**src/gbc_pkg.sv**
```systemverilog
package gbc_pkg;

  localparam int unsigned LineMax = 128;
  localparam int unsigned ColW    = $clog2(LineMax);
  localparam int unsigned RowW    = 12;
  localparam int unsigned NTaps   = 25;
  localparam int unsigned TapW    = 5;
  localparam int unsigned NCh     = 3;
  localparam int unsigned AddrW   = 6;

  localparam logic [2:0] REG_WA = 3'd0;
  localparam logic [2:0] REG_WB = 3'd1;
  localparam logic [2:0] REG_WC = 3'd2;
  localparam logic [2:0] REG_WL = 3'd3;
  localparam logic [2:0] REG_BIAS = 3'd4;
  localparam logic [2:0] REG_FW = 3'd5;
  localparam logic [2:0] REG_FH = 3'd6;

  localparam logic [12:0] GAUSS_K [NTaps] = '{
    13'd900,  13'd1770, 13'd2220, 13'd1770, 13'd900,
    13'd1770, 13'd3481, 13'd4366, 13'd3481, 13'd1770,
    13'd2220, 13'd4366, 13'd5476, 13'd4366, 13'd2220,
    13'd1770, 13'd3481, 13'd4366, 13'd3481, 13'd1770,
    13'd900,  13'd1770, 13'd2220, 13'd1770, 13'd900
  };

  typedef logic [7:0] pix_t [NCh];

  typedef struct packed {
    logic [63:0] wa;
    logic [63:0] wb;
    logic [63:0] wc;
    logic [7:0]  wl;
    logic [15:0] bias;
    logic [7:0]  fw;
    logic [11:0] fh;
  } cfg_t;

  typedef struct packed {
    logic            accept;
    logic [ColW-1:0] addr;
    logic            push_raw;
    logic            gauss_step;
    logic            push_blur;
    logic            conv_step;
    logic            load_out;
    logic            last;
    logic [TapW-1:0] tap;
  } cmd_t;

  typedef struct packed {
    logic out_free;
  } stat_t;

endpackage

```
**src/gbc_cfg.sv**
```systemverilog
module gbc_cfg (
  input  logic                       clk,
  input  logic                       rst_n,
  input  logic                       psel,
  input  logic                       penable,
  input  logic                       pwrite,
  input  logic [gbc_pkg::AddrW-1:0]  paddr,
  input  logic [63:0]                pwdata,
  output logic [63:0]                prdata,
  output logic                       pready,
  output gbc_pkg::cfg_t              cfg
);

  gbc_pkg::cfg_t cfg_r;
  logic [2:0]    idx;
  logic          wr;

  assign idx    = paddr[5:3];
  assign wr     = psel && penable && pwrite;
  assign pready = 1'b1;
  assign cfg    = cfg_r;

  always_ff @(posedge clk) begin
    if (!rst_n) begin
      cfg_r.wa   <= '0;
      cfg_r.wb   <= '0;
      cfg_r.wc   <= '0;
      cfg_r.wl   <= '0;
      cfg_r.bias <= '0;
      cfg_r.fw   <= 8'd72;
      cfg_r.fh   <= 12'd72;
    end else if (wr) begin
      unique case (idx)
        gbc_pkg::REG_WA:   cfg_r.wa   <= pwdata;
        gbc_pkg::REG_WB:   cfg_r.wb   <= pwdata;
        gbc_pkg::REG_WC:   cfg_r.wc   <= pwdata;
        gbc_pkg::REG_WL:   cfg_r.wl   <= pwdata[7:0];
        gbc_pkg::REG_BIAS: cfg_r.bias <= pwdata[15:0];
        gbc_pkg::REG_FW:   cfg_r.fw   <= pwdata[7:0];
        gbc_pkg::REG_FH:   cfg_r.fh   <= pwdata[11:0];
        default: ;
      endcase
    end
  end

  always_comb begin
    unique case (idx)
      gbc_pkg::REG_WA:   prdata = cfg_r.wa;
      gbc_pkg::REG_WB:   prdata = cfg_r.wb;
      gbc_pkg::REG_WC:   prdata = cfg_r.wc;
      gbc_pkg::REG_WL:   prdata = {56'd0, cfg_r.wl};
      gbc_pkg::REG_BIAS: prdata = {48'd0, cfg_r.bias};
      gbc_pkg::REG_FW:   prdata = {56'd0, cfg_r.fw};
      gbc_pkg::REG_FH:   prdata = {52'd0, cfg_r.fh};
      default:           prdata = '0;
    endcase
  end

endmodule

```
**config.mk**
```make
export PLATFORM = sky130hd
export DESIGN_NAME = gbc_cfg
export DESIGN_NICKNAME = d
export VERILOG_FILES = /design/src/gbc_pkg.sv /design/src/gbc_cfg.sv
export SDC_FILE = /design/constraint.sdc
export NUM_CORES = 1
export LEC_CHECK = 0
export BUFFER_PORTS_ARGS = -buffer_cell sky130_fd_sc_hd__buf_2
export CORE_UTILIZATION = 46
export DETAILED_ROUTE_END_ITERATION = 10
export GPL_TIMING_DRIVEN = 0
export PLACE_DENSITY_LB_ADDON = 0.3
export SYNTH_ARGS = -nofsm -noshare
export SYNTH_HDL_FRONTEND = slang
export SYNTH_SLANG_ARGS = --single-unit
```
**constraint.sdc**
```tcl
create_clock -name clk -period 1.7 [get_ports clk]
set_clock_uncertainty 0.15 [all_clocks]
set_input_delay 0.255 -clock clk [delete_from_list [all_inputs] [get_ports clk]]
set_output_delay 0.255 -clock clk [all_outputs]
set_load 0.05 [all_outputs]
```
==> impl_metrics.env <==
export IMPL_final_hold_viol_count=0
export IMPL_swShare_pct=25.8
export IMPL_power_internal_uw=9730
export IMPL_total_power_uw=13100
export IMPL_hold_class="input port to flip-flop"
export IMPL_status="finished with violations"
export IMPL_power_share_sequential_pct=42.7
export IMPL_drt_total_wl_um=46400
export IMPL_nets=1736
export IMPL_clk_latency_ns=0.53
export IMPL_syn2layout_area_growth_pct=58.7
export IMPL_p_leak_uw=0.00733
export IMPL_yosysWarnings=0
export IMPL_crit_end="prdata[1]"
export IMPL_path_cells="mux2_4, a32oi_1, o211ai_1, buf_6"
export IMPL_grt_pass1_wl_um=67000
export IMPL_grt_max_degree=14
export IMPL_p_per_area_nw_per_um2=767
export IMPL_design_area_um2=17100
export IMPL_die_w_um=155
export IMPL_slew_viol_final=0
export IMPL_cpPeakStageDelay_ns=0.33
export IMPL_synth_seq_area_share_pct=43.8
export IMPL_vias=11390
export IMPL_syn_nets=1192
export IMPL_netlist_instances=1117
export IMPL_start_util_pct=47.3
export IMPL_pin_count=376
export IMPL_setup_ws_ns=-0.305
export IMPL_drc=0
export IMPL_finalSetupViolations=64
export IMPL_place_area_um2=13500
export IMPL_cp_required_ns=1.29
export IMPL_critical_path_class="flip-flop to output pin"
export IMPL_core_area_um2=22800
export IMPL_synth_area_per_cell_um2=9.65
export IMPL_crit_start="cfg[109]"
export IMPL_path_depth=4
export IMPL_syn_cell_area_um2=10800
export IMPL_slew_headroom_pct=42.2
export IMPL_yosysTopAreaCell="dfxtp_1"
export IMPL_numCtsBuffers=26
export IMPL_synth_top_area_share_pct=43.8
export IMPL_drive_gt1_share_pct=52.0
export IMPL_power_frac_clock_pct=45.7
export IMPL_r2r_cells=3
export IMPL_r2r_end="cfg[209]"
export IMPL_grt_total_usage_pct=36.4
export IMPL_r2r_start="cfg[209]"
export IMPL_grt_setup_unrepaired="true"
export IMPL_gr_total_overflow=0
export IMPL_rrSetupSlack_ns=0.69
export IMPL_final_util_pct=75.1
export IMPL_drv_cap=0
export IMPL_antenna_left=0
export IMPL_synth_seq_cells=236
export IMPL_antenna_found_initial=0
export IMPL_h_tree_depth=1
export IMPL_end_kind="output pin"
export IMPL_ir_drop_mv=0.768
export IMPL_clk_path_buf_depth=3
export IMPL_hpwl_um=29000
export IMPL_p_switching_uw=3380
export IMPL_die_h_um=155
export IMPL_synthTopCellsByArea="dfxtp_1 (44%), mux2i_1 (28%), nand2_1 (11%)"
export IMPL_vias_per_cell=5.72
export IMPL_gp_congestion=0.862
export IMPL_crit_buf_inv=1
export IMPL_fmax_ghz=0.499
export IMPL_num_antenna_cells=0
export IMPL_fin_crit_ns=2.00
export IMPL_cts_tree="yes"
export IMPL_cp_arrival_ns=1.60
export IMPL_rows=55
export IMPL_cts_num_sinks=236
export IMPL_routedWlPerCell_um=23.3
export IMPL_path_clk_slew_ns=0.06
export IMPL_dieArea_um2=24000
export IMPL_finalCritPeriodShare_pct=118
export IMPL_combPwrFrac_pct=11.5
export IMPL_crit_slowest_cell="dfxtp_2"
export IMPL_clock_root_buffer="clkbuf_16"
export IMPL_numPortBuffers=368
export IMPL_first_iter_violations=855
export IMPL_cp_top_family="flip-flops"
export IMPL_start_kind="flip-flop"
export IMPL_synth_lib_cells_used_distinct=34
export IMPL_first_pass_iters=7
export IMPL_largest_reg_flops=236
export IMPL_grt_pass1_vias=11471
export IMPL_cp_max_fo=3
export IMPL_worst_pin_slew_ns=0.867
export IMPL_violations="setup timing"
-- power by group through the flow --
stage | logic, µW | registers, µW | clock network, µW
6_report | 1510 | 5610 | 6000
5_1_grt | 1560 | 5610 | 6220
4_1_cts | 1440 | 5600 | 5970
3_5_place_dp | 1170 | 5730 | 0
3_3_place_gp | 1170 | 5730 | 0
2_1_floorplan | 622 | 5870 | 0
-- tightest hold or removal path: cells and delay by family --
family	cells	cell delay [ns]
mux	1	0.16
simple gates	1	0.15
buf+inv	1	0.08
-- through the flow --
| step | hold WS, ns | worst slack (ns) | std cells | setup TNS [ns] |
|---|---|---|---|---|
| floorplan | 0.281 | -0.343 | 1117 | -2.98 |
| global placement | 0.295 | -0.880 | 1798 | -66.60 |
| detailed placement | 0.304 | -0.919 | 1798 | -75.02 |
| CTS | 0.00381 | -0.305 | 1982 | -10.55 |
| global route | 0.0428 | -0.356 | 1993 | -13.54 |
| finish | 0.0160 | -0.305 | 1993 | -10.91 |
-- area by class of cell --
class                      count  area, µm²
fill                        1448       5670
timing repair buffer         516       3610
sequential                   236       4900
clock inverter                 8       95.1
tap                          313        392
inverter                       3       11.3
buffer                        92        802
clock buffer                  39        821
multi-input combinational    786       6470
-- metal layers --
layer  track usage (%)  part of all wire (%)  vias to the layer above
li1                  -                     -                     4940
met1              40.1                    37                     5543
met2              64.2                    49                      719
met3              9.36                   8.8                      188
met4              19.2                   5.1                        0
met5                 0                     0                        -
-- cell usage in the layout (no fill, tap or decap), drive strengths merged --
| cell type | instances |
|---|---|
| a211o | 5 |
| a21oi | 4 |
| a22oi | 7 |
| a2bb2oi | 52 |
| a32oi | 3 |
| buf | 497 |
| bufinv | 2 |
| clkbuf | 92 |
| clkinv | 4 |
| clkinvlp | 2 |
| conb | 1 |
| dfxtp | 236 |
| dlygate4sd3 | 58 |
| inv | 3 |
| mux2 | 15 |
| mux2i | 298 |
| nand2 | 302 |
| nand2b | 4 |
| nand3 | 3 |
| nand4 | 1 |
| nand4b | 1 |
| nor2 | 55 |
| nor2b | 3 |
| nor3b | 6 |
| o211ai | 5 |
| o21a | 4 |
| o21ai | 8 |
| o22ai | 5 |
| o311ai | 2 |
| or2 | 2 |
-- synthesized netlist by cell type (all sizes together) --
cell type    n
inv          3
a211o        5
mux2i      298
nand4b       1
conb         1
nor2        55
a32oi        3
nand3        3
mux2        15
or2          2
nor2b        3
a21oi        4
clkbuf      50
a2bb2oi     52
o22ai        5
o311ai       2
nand4        1
a22oi        7
nand2      302
o21a         4
nor3b        6
o21ai        8
dfxtp      236
buf         42
o211ai       5
nand2b       4
-- cells by family after synthesis --
logic type / after synthesis / synth area share, %
buf+inv: 95 / 5.25
other cells: 1 / 0.0348
simple gates: 377 / 14.6
mux: 313 / 29.2
compound gates: 95 / 7.00
flops: 236 / 43.8
-- how the worst min path moves through the flow --
stage                          from  endpoint  slack (ns)  cells after the start
after floorplan           pwdata[3]    cfg[3]        0.28                      2
after global placement      cfg[23]   cfg[23]        0.29                      2
after detailed placement    cfg[30]   cfg[30]        0.30                      2
after CTS                 pwdata[5]  cfg[113]       0.004                      3
after global routing      pwdata[0]    cfg[0]        0.04                      3
final                     pwdata[4]    cfg[4]        0.02                      3
-- repair_timing --
action                                  CTS  global route
setup buffers                            79            11
hold endpoints to repair                192             0
endpoints found under the setup margin   64            76
resized for setup                       379            87
pin swaps                                25            10
hold buffers                             58             0
Power figures use the tool's default switching activity.
