==> src/gbc_pkg.sv <==
package gbc_pkg;

  localparam int unsigned LineMax = 128;
  localparam int unsigned ColW    = $clog2(LineMax);
  localparam int unsigned RowW    = 12;
  localparam int unsigned NTaps   = 25;
  localparam int unsigned TapW    = 5;
  localparam int unsigned NCh     = 3;
  localparam int unsigned AddrW   = 6;

  localparam logic [2:0] REG_WA = 3'd0;
  localparam logic [2:0] REG_WB = 3'd1;
  localparam logic [2:0] REG_WC = 3'd2;
  localparam logic [2:0] REG_WL = 3'd3;
  localparam logic [2:0] REG_BIAS = 3'd4;
  localparam logic [2:0] REG_FW = 3'd5;
  localparam logic [2:0] REG_FH = 3'd6;

  localparam logic [12:0] GAUSS_K [NTaps] = '{
    13'd900,  13'd1770, 13'd2220, 13'd1770, 13'd900,
    13'd1770, 13'd3481, 13'd4366, 13'd3481, 13'd1770,
    13'd2220, 13'd4366, 13'd5476, 13'd4366, 13'd2220,
    13'd1770, 13'd3481, 13'd4366, 13'd3481, 13'd1770,
    13'd900,  13'd1770, 13'd2220, 13'd1770, 13'd900
  };

  typedef logic [7:0] pix_t [NCh];

  typedef struct packed {
    logic [63:0] wa;
    logic [63:0] wb;
    logic [63:0] wc;
    logic [7:0]  wl;
    logic [15:0] bias;
    logic [7:0]  fw;
    logic [11:0] fh;
  } cfg_t;

  typedef struct packed {
    logic            accept;
    logic [ColW-1:0] addr;
    logic            push_raw;
    logic            gauss_step;
    logic            push_blur;
    logic            conv_step;
    logic            load_out;
    logic            last;
    logic [TapW-1:0] tap;
  } cmd_t;

  typedef struct packed {
    logic out_free;
  } stat_t;

endpackage

==> src/gbc_ctrl.sv <==
module gbc_ctrl (
  input  logic           clk,
  input  logic           rst_n,
  input  logic           in_valid,
  output logic           in_ready,
  input  gbc_pkg::cfg_t  cfg,
  input  gbc_pkg::stat_t st,
  output gbc_pkg::cmd_t  cmd
);

  localparam logic [2:0] S_IDLE  = 3'd0;
  localparam logic [2:0] S_PUSH  = 3'd1;
  localparam logic [2:0] S_GAUSS = 3'd2;
  localparam logic [2:0] S_BPUSH = 3'd3;
  localparam logic [2:0] S_CONV  = 3'd4;
  localparam logic [2:0] S_OUT   = 3'd5;

  logic [2:0]                  state_r, state_nxt;
  logic [gbc_pkg::ColW-1:0]    col_r, col_nxt, ccol_r;
  logic [gbc_pkg::RowW-1:0]    row_r, row_nxt;
  logic [gbc_pkg::TapW-1:0]    tap_r, tap_nxt;
  logic                        blur_r, outp_r, last_r;
  logic [7:0]                  w;
  logic [12:0]                 h;
  logic                        accept, line_end, frame_last;
  logic [7:0]                  col_p1;
  logic [12:0]                 row_p1;

  always_comb begin
    priority if (cfg.fw < 8'd9) w = 8'd9;
    else if (cfg.fw > 8'(gbc_pkg::LineMax)) w = 8'(gbc_pkg::LineMax);
    else w = cfg.fw;
    h = (cfg.fh < 12'd9) ? 13'd9 : {1'b0, cfg.fh};
  end

  assign in_ready   = (state_r == S_IDLE);
  assign accept     = in_valid && in_ready;
  assign col_p1     = {1'b0, col_r} + 8'd1;
  assign row_p1     = {1'b0, row_r} + 13'd1;
  assign line_end   = (col_p1 >= w);
  assign frame_last = line_end && (row_p1 >= h);

  always_comb begin
    col_nxt = col_r;
    row_nxt = row_r;
    if (accept) begin
      if (line_end) begin
        col_nxt = '0;
        row_nxt = (row_p1 >= h) ? '0 : row_p1[gbc_pkg::RowW-1:0];
      end else begin
        col_nxt = col_p1[gbc_pkg::ColW-1:0];
      end
    end
  end

  always_comb begin
    state_nxt = state_r;
    tap_nxt   = tap_r;
    unique case (state_r)
      S_IDLE: if (accept) state_nxt = S_PUSH;
      S_PUSH: begin
        tap_nxt   = '0;
        state_nxt = blur_r ? S_GAUSS : S_IDLE;
      end
      S_GAUSS: begin
        tap_nxt = tap_r + 1'b1;
        if (tap_r == 5'(gbc_pkg::NTaps - 1)) state_nxt = S_BPUSH;
      end
      S_BPUSH: begin
        tap_nxt   = '0;
        state_nxt = outp_r ? S_CONV : S_IDLE;
      end
      S_CONV: begin
        tap_nxt = tap_r + 1'b1;
        if (tap_r == 5'(gbc_pkg::NTaps - 1)) state_nxt = S_OUT;
      end
      S_OUT: if (st.out_free) state_nxt = S_IDLE;
      default: state_nxt = S_IDLE;
    endcase
  end

  always_ff @(posedge clk) begin
    if (!rst_n) begin
      state_r <= S_IDLE;
      col_r   <= '0;
      row_r   <= '0;
      tap_r   <= '0;
      blur_r  <= 1'b0;
      outp_r  <= 1'b0;
      last_r  <= 1'b0;
      ccol_r  <= '0;
    end else begin
      state_r <= state_nxt;
      col_r   <= col_nxt;
      row_r   <= row_nxt;
      tap_r   <= tap_nxt;
      if (accept) begin
        ccol_r <= col_r;
        blur_r <= (col_r >= 7'd4) && (row_r >= 12'd4);
        outp_r <= (col_r >= 7'd8) && (row_r >= 12'd8);
        last_r <= frame_last;
      end
    end
  end

  always_comb begin
    cmd.accept     = accept;
    cmd.addr       = (state_r == S_IDLE) ? col_r : ccol_r;
    cmd.push_raw   = (state_r == S_PUSH);
    cmd.gauss_step = (state_r == S_GAUSS);
    cmd.push_blur  = (state_r == S_BPUSH);
    cmd.conv_step  = (state_r == S_CONV);
    cmd.load_out   = (state_r == S_OUT) && st.out_free;
    cmd.last       = last_r;
    cmd.tap        = tap_r;
  end

endmodule

==> config.mk <==
export PLATFORM = sky130hd
export DESIGN_NAME = gbc_ctrl
export DESIGN_NICKNAME = d
export VERILOG_FILES = /design/src/gbc_pkg.sv /design/src/gbc_ctrl.sv
export SDC_FILE = /design/constraint.sdc
export NUM_CORES = 1
export LEC_CHECK = 0
export BUFFER_PORTS_ARGS = -buffer_cell sky130_fd_sc_hd__clkbuf_2
export CAP_MARGIN = 30
export CORE_AREA = 2 2 100 102
export DETAILED_ROUTE_END_ITERATION = 7
export DIE_AREA = 0 0 102 104
export PLACE_DENSITY = 0.64
export SKIP_CTS_REPAIR_TIMING = 1
export SYNTH_ARGS = -nofsm -noshare
export SYNTH_HDL_FRONTEND = slang
export SYNTH_SLANG_ARGS = --single-unit
==> constraint.sdc <==
create_clock -name clk -period 3.25 [get_ports clk]
set_input_delay 0.1625 -clock clk [delete_from_list [all_inputs] [get_ports clk]]
set_output_delay 0.1625 -clock clk [all_outputs]
set_load 0.05 [all_outputs]
==> metrics.md, run 1 <==
| Metric | Value |
|---|---|
| Outcome | finished clean |
| Pins Over Slew Limit | 0 |
| Top cell type's share of synthesized area | 26.3% |
| Syn_nets | 631 |
| Vias in the first global route | 2483 |
| Final nets | 664 |
| Initial antenna violation count | 0 |
| Power, Total | 1.03 mW |
| Yosys cell types | 54 |
| Number of synthesized flops with an enable pin | 0 |
| Leak | 1.45 nW |
| Detailed Route WL | 6820 um |
| Largest net degree at the start of global routing | 29 |
| Most common flop cell mapped by yosys | dfxtp_1 |
| Hold Crit Class | primary input to register |
| Synthesized instance count | 365 |
| Worst-path clk slew | 0.08 ns |
| PD cells | 318 mW/mm^2 |
| Area leader, netlist | dfxtp_1 |
| HPWL Detailed | 5220 um |
| Register area | 741 um^2 |
| Synth Area per Inst | 7.71 um^2 |
| CP Class | register to register |
| Routability cong. | 0.853 |
| Clk sinks | 37 |
| Minimum clock period | 3.01 ns |
| Max Fanout on Critical Path | 9 |
| Diodes inserted | 0 |
| CTS buffer count | 5 |
| # rows | 36 |
| # setup viols final | 0 |
| Core ar. | 0.00955 mm^2 |
| ANT nets after route | 0 |
| Clock Skews | 0.00596 ns |
| Die area | 0.0106 mm^2 |
| Vias | 2646 |
| Slew HR | 39.1% |
| Unrepaired setup endpoints after global routing | no |
| Multi-input logic area | 0.00188 mm^2 |
| 1st-iter DRT viols | 143 |
| Total GRT Usage | 13.0% |
| PortBufs | 43 |
| Synthesis warning total | 0 |
| Crit path capture type | register |
| Root Driver | clkbuf_8 |
| Avg WL per Cell | 12.8 um |
| F_max | 332 MHz |
| Worst EP arrival | 3.25 ns |
| Synth top area cells | dfxtp_1 (26%), ha_1 (12%), nand2_1 (7.3%) |
| Vias per cell | 4.97 |
| GR Overflow Total | 0 |
| Least-Margin Pin Slew | 0.913 ns |
| Filler instances | 1044 |
| Setup TNS | 0 ns |
| DRC | 0 |
| Synthesis-to-finish area growth | 15.5% |
| 1st-pass router iterations | 4 |
| Final Hold Vio Count | 0 |
| Clock Latency Late Sink | 0.29 ns |
| Clock Tree Buf Depth | 2 |
| CTS tree | yes |
| I/O Pins | 260 |
| Synth Cell Area | 0.00281 mm^2 |
| Die Span Y | 104 um |
| Max-cap check violation count | 0 |
| Post-synthesis register bit count | 37 |
| Initial Util | 29.5% |
| Peak supply drop | 235 uV |
| Ys async rst share | 0% |
| H-tree levels | 2 |
| Final worst-path cycle share | 92.7% |
| Sequential area share after synthesis | 26.3% |
| First-pass GRT wire length | 11300 um |
| Element type at the critical path start | register |
| Die Wd | 102 um |
| Layout cell share with drive strength beyond 1 | 18.3% |
| Hold Slack | 0.129 ns |
| Worst EP required | 3.49 ns |
[Yosys cell counts (8+ instances only)]
cell and number:
and3_1 9, nand2_1 55, a22o_1 10, clkbuf_1 12, nand3_1 19, dfxtp_1 37
xnor2_1 9, a21oi_1 29, mux2_2 8, inv_1 24, o21ai_0 10, nor2_1 20
nand4_1 8, ha_1 26
[cells by family (layout without fill, tap and decap cells)]
group / Yosys count / in the layout / synth area share [%]
xor gates and xnor gates: 16 / 16 / 4.98
adders and majority gates: 26 / 26 / 11.6
muxes: 12 / 12 / 4.63
buffers and inverters: 46 / 80 / 6.94
and+or+nand+nor: 146 / 146 / 25.9
DFF: 37 / 37 / 26.3
AOI/OAI and AO/OA: 82 / 82 / 19.7
[worst max-delay path, stage by stage, from the launching register on]
cell and delay [ns]:
dfxtp_1 0.40, ha_1 0.26, and4_1 0.32, nand4_1 0.19, xnor2_1 0.18, ha_1 0.33, a21oi_1 0.16, o21a_1 0.17
o2111a_1 0.27, nand2_1 0.11, nor2_2 0.35, a22o_1 0.22
[metal layers]
| layer | track usage [%] | vias up | part of all wire, % |
|---|---|---|---|
| met3 | 3.63 | 9 | 5.2 |
| met4 | 2.57 | 0 | 0.84 |
| met5 | 0 | - | 0 |
| met2 | 21.5 | 53 | 47 |
| met1 | 16.8 | 1229 | 47 |
| li1 | - | 1355 | - |
[stage by stage]
| stage | area [um^2] | utilization [%] | setup WS, ns | std cells |
|---|---|---|---|---|
| after CTS | 3250 | 34.0 | 0.233 | 532 |
| final | 3250 | 34.0 | 0.236 | 532 |
| after detailed placement | 3130 | 32.7 | 0.258 | 524 |
| after global routing | 3250 | 34.0 | 0.0123 | 532 |
| after floorplan | 2810 | - | 0.620 | 365 |
| after global placement | 3130 | 32.7 | 0.322 | 524 |
[sequential cells by signal, indices dropped and copies added (netlist names)]
register  count
state_r       3
last_r        1
row_r        12
ccol_r        7
tap_r         5
outp_r        1
col_r         7
blur_r        1
[path summary, 6_finish.rpt]
check | from | endpoint | slack [ns] | depth (start not counted)
setup / recovery | row_r[1] | row_r[7] | 0.24 | 11
hold / removal | rst_n | last_r | 0.13 | 2
setup reg to reg | row_r[1] | row_r[7] | 0.24 | 11
hold reg to reg | ccol_r[3] | ccol_r[3] | 0.46 | 2
[layout by cell type, fill, tap and decap left out, drive strengths merged, types with 4 or more instances in the layout]
cell type	n
a21oi	29
a22o	10
a32oi	5
and2	4
and3	9
buf	5
clkbuf	49
dfxtp	37
ha	26
inv	24
mux2	8
mux2i	4
nand2	56
nand2b	6
nand3	19
nand3b	4
nand4	8
nor2	22
nor2b	4
o21ai	16
o31ai	4
xnor2	9
xor2	7
[report_power, final]
part	total [mW]	internal (mW)	switching, mW
Clock	0.422	0.250	0.173
Sequential	0.466	0.458	0.00777
Combinational	0.144	0.0536	0.0902
[cell type report]
type	count	share of cell area, %
inverters	24	2.77
flip-flops and latches	37	22.8
clock buffers	6	2.54
well taps	133	5.12
multi-input cells	282	57.8
clock inverters	2	1.16
repair buffers	48	7.78
Power figures use the tool's default switching activity.
==> run 2: changes to the inputs <==
--- a/config.mk
+++ b/config.mk
@@ -7,10 +7,11 @@
 export LEC_CHECK = 0
 export BUFFER_PORTS_ARGS = -buffer_cell sky130_fd_sc_hd__clkbuf_2
 export CAP_MARGIN = 30
-export CORE_AREA = 2 2 100 102
+export CORE_AREA = 5 5 99 101
+export CTS_BUF_LIST = sky130_fd_sc_hd__clkbuf_8
 export DETAILED_ROUTE_END_ITERATION = 7
-export DIE_AREA = 0 0 102 104
-export PLACE_DENSITY = 0.64
+export DIE_AREA = 0 0 104 106
+export PLACE_DENSITY = 0.71
 export SKIP_CTS_REPAIR_TIMING = 1
 export SYNTH_ARGS = -nofsm -noshare
 export SYNTH_HDL_FRONTEND = slang
==> constraint.sdc (replaced) <==
create_clock -name clk -period 2.7 [get_ports clk]
set_input_delay 0.135 -clock clk [delete_from_list [all_inputs] [get_ports clk]]
set_output_delay 0.135 -clock clk [all_outputs]
set_load 0.05 [all_outputs]
==> metrics.md, run 2 (synthesized netlist as in run 1, its figures left out) <==
| Metric | Value |
|---|---|
| # setup viols final | 0 (unchanged) |
| Hold path start | rst_n |
| Initial antenna violation count | 0 (unchanged) |
| Worst R2R Path Depth | 12 (+1) |
| Crit path capture type | register |
| FF-to-FF setup slack | 0.11 ns (-0.13 ns) |
| Slew HR | 56.9% (+18 points) |
| 1st-pass router iterations | 4 (unchanged) |
| Vias per cell | 5.10 (+2.6%) |
| Placed cell count | 537 (+2.5%) |
| Peak supply drop | 344 uV (+47%) |
| R2r startpoint | row_r[0] |
| Reg2reg end | row_r[10] |
| Largest net degree at the start of global routing | 29 (unchanged) |
| Filler instances | 934 (-11%) |
| Die Span Y | 106 um (+1.9%) |
| Clock Tree Buf Depth | 2 (unchanged) |
| Die Wd | 104 um (+2.0%) |
| Most frequent cells in the layout | nand2_1 (54), clkbuf_2 (43), buf_4 (39) |
| CP Class | register to register |
| Unrepaired setup endpoints after global routing | yes |
| Worst EP required | 2.88 ns (-0.61 ns) |
| Clock Latency Late Sink | 0.29 ns (about the same) |
| Minimum clock period | 2.59 ns (-0.421 ns) |
| 1st-iter DRT viols | 223 (+56%) |
| PortBufs | 43 (unchanged) |
| Pins Over Slew Limit | 0 (unchanged) |
| Die area | 0.0110 mm^2 (+3.9%) |
| Synthesis-to-finish area growth | 25.0% |
| CTS buffer count | 5 (unchanged) |
| First-pass GRT wire length | 12300 um (+9.0%) |
| Vias in the first global route | 2733 (+10%) |
| GR Overflow Total | 0 (unchanged) |
| Leading cell type in the layout, fill and taps excluded | nand2_1 |
| Core ar. | 0.00893 mm^2 (-6.4%) |
| Final nets | 699 (+5.3%) |
| Worst-path clk slew | 0.07 ns (about the same) |
| Non-Filler Instances | 544 (+2.3%) |
| Power, Total | 1.14 mW (+11%) |
| Largest register FFs | 12 (unchanged) |
| H-tree levels | 2 (unchanged) |
| Hold path endpoint | last_r |
| Diodes inserted | 0 (unchanged) |
| Total GRT Usage | 13.1% (+0.11 points) |
| Setup TNS | 0 ns (unchanged) |
| I/O Pins | 260 (unchanged) |
| Largest registers | row_r: 12 flops, ccol_r: 7 flops, col_r: 7 flops |
| Leak | 1.63 nW (+12%) |
| Max-cap check violation count | 0 (unchanged) |
| HPWL Detailed | 5670 um (+8.8%) |
| Routability cong. | 0.861 (+0.94%) |
| F_max | 386 MHz (+16%) |
| Final worst-path cycle share | 96.1% (+3.3 points) |
| Outcome | finished clean |
| Element type at the critical path start | register |
| Final Hold Vio Count | 0 (unchanged) |
| Detailed Route WL | 7300 um (+7.1%) |
| CTS tree | yes |
| DRC | 0 (unchanged) |
| Least-Margin Pin Slew | 0.643 ns (-0.269 ns) |
| ANT nets after route | 0 (unchanged) |
| Root Driver | clkbuf_8 |
| Initial Util | 31.5% (+2.0 points) |
| Avg WL per Cell | 13.4 um (+4.7%) |
| Clock Skews | 0.00737 ns (+0.00142 ns) |
| Clk sinks | 37 (unchanged) |
| Vias | 2776 (+4.9%) |
| # rows | 35 (-2.8%) |
| Max Fanout on Critical Path | 6 (-3) |
| PD cells | 325 mW/mm^2 (+2.2%) |
| Layout cell share with drive strength beyond 1 | 27.9% (+9.6 points) |
| Biggest register | row_r |
| Final Util | 39.4% (+5.4 points) |
| Hold Crit Class | primary input to register |
| Worst hold path cell count | 2 (unchanged) |
| Worst EP arrival | 2.78 ns (-0.47 ns) |
run 2: changes by cell type in the layout (fill, tap and decap cells not counted), sizes merged:
cell | previous run | this run
buf | 5 | 40
bufinv | 1 | 0
inv | 24 | 25
clkinvlp | 1 | 0
run 2: critical path: stages, from the launching register on:
cell,delay [ns]
dfxtp_2,0.35
ha_1,0.18
and4_4,0.27
nand4_1,0.14
xnor2_1,0.16
ha_1,0.32
nand2_1,0.06
o21a_1,0.22
o2111a_1,0.28
nand2_2,0.10
nor2_2,0.04
buf_4,0.15
a22o_1,0.22
run 2: area by class of cell:
type,instances,area [um^2],share of cell area (%)
Multi-Input combinational cell,282,1930,54.9
Sequential cell,37,752,21.4
Timing Repair Buffer,83,519,14.8
Tap cell,111,139,3.95
Inverter,24,90.1,2.56
Clock buffer,6,82.6,2.35
Clock inverter,1,3.75,0.107
run 2: metrics by stage:
stage	hold slack [ns]	instance area, um^2	worst slack (ns)
2_1_floorplan	0.257	2810	0.0698
4_1_cts	0.106	3450	-0.0376
6_report	0.128	3520	0.106
5_1_grt	0.127	3520	-0.0322
3_5_place_dp	0.407	3360	-0.0125
3_3_place_gp	0.412	3360	0.0116
run 2: layer usage:
layer,vias up,GRT usage [%],routed length [um]
met2,65,22.5,3480
met4,0,3.05,70
met1,1280,17.1,3370
met5,-,0,0
met3,6,2.25,385
li1,1425,-,-
run 2: how the worst max path moves through the flow:
stage                   from        end  slack (ns)  cells after the start
floorplan           row_r[0]   row_r[4]        0.07                     11
global placement    col_r[0]   col_r[5]        0.01                     12
detailed placement  col_r[0]   col_r[5]       -0.01                     12
CTS                 col_r[0]   col_r[5]       -0.04                     12
global route        col_r[0]   col_r[3]       -0.03                     12
finish              row_r[0]  row_r[10]        0.11                     12
run 2: power breakdown:
| group | switching (mW) | leakage [nW] | internal (mW) |
|---|---|---|---|
| logic | 0.115 | 1.28 | 0.0802 |
| registers | 0.00996 | 0.302 | 0.551 |
| clock network | 0.186 | 0.0485 | 0.199 |
| total | 0.312 | 1.63 | 0.830 |
==> run 3: changes to the inputs <==
--- a/config.mk
+++ b/config.mk
@@ -8,7 +8,8 @@
 export BUFFER_PORTS_ARGS = -buffer_cell sky130_fd_sc_hd__clkbuf_2
 export CAP_MARGIN = 30
 export CORE_AREA = 5 5 99 101
-export CTS_BUF_LIST = sky130_fd_sc_hd__clkbuf_8
+export CTS_BUF_LIST = sky130_fd_sc_hd__clkbuf_2
+export CTS_CLUSTER_SIZE = 20
 export DETAILED_ROUTE_END_ITERATION = 7
 export DIE_AREA = 0 0 104 106
 export PLACE_DENSITY = 0.71
==> metrics.md, run 3 (synthesized netlist as in run 1, its figures left out) <==
| Metric | Value |
|---|---|
| Outcome | finished clean |
| Dpl ws | -0.0125 ns (unchanged) |
| Slew HR | 56.5% (-0.39 points) |
| Worst EP required | 3.04 ns (+0.16 ns) |
| Largest register FFs | 12 (unchanged) |
| Final nets | 704 (+0.72%) |
| Multi-input logic area | 0.00195 mm^2 (+1.2%) |
| Largest net degree at the start of global routing | 29 (unchanged) |
| HPWL Detailed | 5670 um (unchanged) |
| Worst EP arrival | 2.93 ns (+0.15 ns) |
| Clock Skews | 0.0246 ns (+0.0172 ns) |
| Filler instances | 943 (+0.96%) |
| Avg WL per Cell | 13.4 um (-0.16%) |
| Most frequent cells in the layout | nand2_1 (54), clkbuf_2 (49), buf_4 (43) |
| Register area | 756 um^2 (+0.50%) |
| Layout cell share with drive strength beyond 1 | 29.0% (+1.1 points) |
| Diodes inserted | 0 (unchanged) |
| DRC | 0 (unchanged) |
| CTS tree | yes |
| Synthesis-to-finish area growth | 25.5% |
| Root Driver | clkbuf_2 |
| CTS buffer count | 5 (unchanged) |
| ANT nets after route | 0 (unchanged) |
| Max Fanout on Critical Path | 4 (-2) |
| Crit path capture type | register |
| Fin area | 0.00353 mm^2 (+0.39%) |
| Initial Util | 31.5% (unchanged) |
| Element type at the critical path start | register |
| Clock Latency Late Sink | 0.39 ns (+0.10 ns) |
| Initial antenna violation count | 0 (unchanged) |
| Post-route worst setup slack | 0.113 ns (+0.00667 ns) |
| Total GRT Usage | 13.1% (unchanged) |
| # setup viols final | 0 (unchanged) |
| Die Span Y | 106 um (unchanged) |
| Leading cell type in the layout, fill and taps excluded | nand2_1 |
| Hold Slack | 0.0591 ns (-0.0687 ns) |
| Final Hold Vio Count | 0 (unchanged) |
| PortBufs | 43 (unchanged) |
| Detailed Route WL | 7360 um (+0.75%) |
| Max-cap check violation count | 0 (unchanged) |
| Least-Margin Pin Slew | 0.649 ns (+0.00589 ns) |
| Placed cell area | 0.00336 mm^2 (unchanged) |
| Peak supply drop | 297 uV (-14%) |
| Clock Tree Buf Depth | 2 (unchanged) |
| Vias per cell | 5.09 (-0.23%) |
| Biggest register | row_r |
| # rows | 35 (unchanged) |
| Vias | 2795 (+0.68%) |
| H-tree levels | 2 (unchanged) |
| CP Class | register to register |
| 1st-pass router iterations | 4 (unchanged) |
| 1st-iter DRT viols | 212 (-4.9%) |
| Vias in the first global route | 2743 (+0.37%) |
| Largest registers | row_r: 12 flops, ccol_r: 7 flops, col_r: 7 flops |
| Hold Crit Class | primary input to register |
| Routability cong. | 0.861 (unchanged) |
| Die area | 0.0110 mm^2 (unchanged) |
| GR Overflow Total | 0 (unchanged) |
| Worst-path clk slew | 0.19 ns (+0.12 ns) |
| Pins Over Slew Limit | 0 (unchanged) |
| Leak | 1.64 nW (+0.37%) |
| First-pass GRT wire length | 12300 um (-0.34%) |
| Clk sinks | 37 (unchanged) |
| Die Wd | 104 um (unchanged) |
| F_max | 387 MHz (+0.26%) |
| PD cells | 285 mW/mm^2 (-12%) |
| Core ar. | 0.00893 mm^2 (unchanged) |
| Minimum clock period | 2.59 ns (-0.00666 ns) |
| Final worst-path cycle share | 95.8% (-0.25 points) |
| I/O Pins | 260 (unchanged) |
-- run 3: cell count changes in the layout (fill, tap and decap cells not counted), sizes merged --
cell         delta
clkinv          +1
buf             +4
inv             -1
dlygate4sd3     +1
-- run 3: layout make-up --
| type | instances | area share [%] |
|---|---|---|
| Clock buffer | 6 | 0.850 |
| Inverter | 24 | 2.55 |
| Sequential cell | 37 | 21.4 |
| Timing Repair Buffer | 88 | 15.8 |
| Clock inverter | 1 | 0.106 |
| Multi-Input combinational cell | 282 | 55.3 |
| Tap cell | 111 | 3.93 |
-- run 3: final timing paths --
check | startpoint | slack (ns) | endpoint | cells past startpoint
worst max-delay path | row_r[0] | 0.11 | last_r | 11
worst max register to register | row_r[0] | 0.11 | last_r | 11
worst min register to register | blur_r | 0.45 | state_r[1] | 2
worst min-delay path | st | 0.06 | state_r[0] | 4
-- run 3: metal layers --
layer | vias to the layer above | GRT usage, % | share of wire (%)
met5 | - | 0 | 0
met4 | 0 | 2.78 | 0.82
met3 | 5 | 2.61 | 4.8
met2 | 75 | 22.5 | 48
met1 | 1278 | 17.0 | 47
li1 | 1437 | - | -
-- run 3: per-stage QoR --
| stage | setup TNS (ns) | power, mW | util [%] | cells |
|---|---|---|---|---|
| 3_3_place_gp | 0 | 0.760 | 37.6 | 537 |
| 3_5_place_dp | -0.0209 | 0.765 | 37.6 | 537 |
| 4_1_cts | -0.176 | 1.00 | 38.0 | 544 |
| 5_1_grt | -0.00901 | 1.07 | 39.5 | 549 |
| 2_1_floorplan | 0 | 0.695 | - | 365 |
| 6_report | 0 | 1.01 | 39.5 | 549 |
-- run 3: power breakdown --
group	internal, mW	leakage [nW]	switching (mW)
clock network	0.0605	0.0265	0.178
logic	0.0869	1.31	0.119
registers	0.551	0.302	0.0105
-- run 3: critical path: stages (launching register included) --
cell and delay, ns:
dfxtp_2 0.39, ha_1 0.18, and4_4 0.27, nand4_1 0.14
xnor2_1 0.16, ha_1 0.32, nand4_1 0.14, a311o_1 0.37
buf_4 0.16, o211a_1 0.17, o21ai_1 0.13, and2_1 0.13
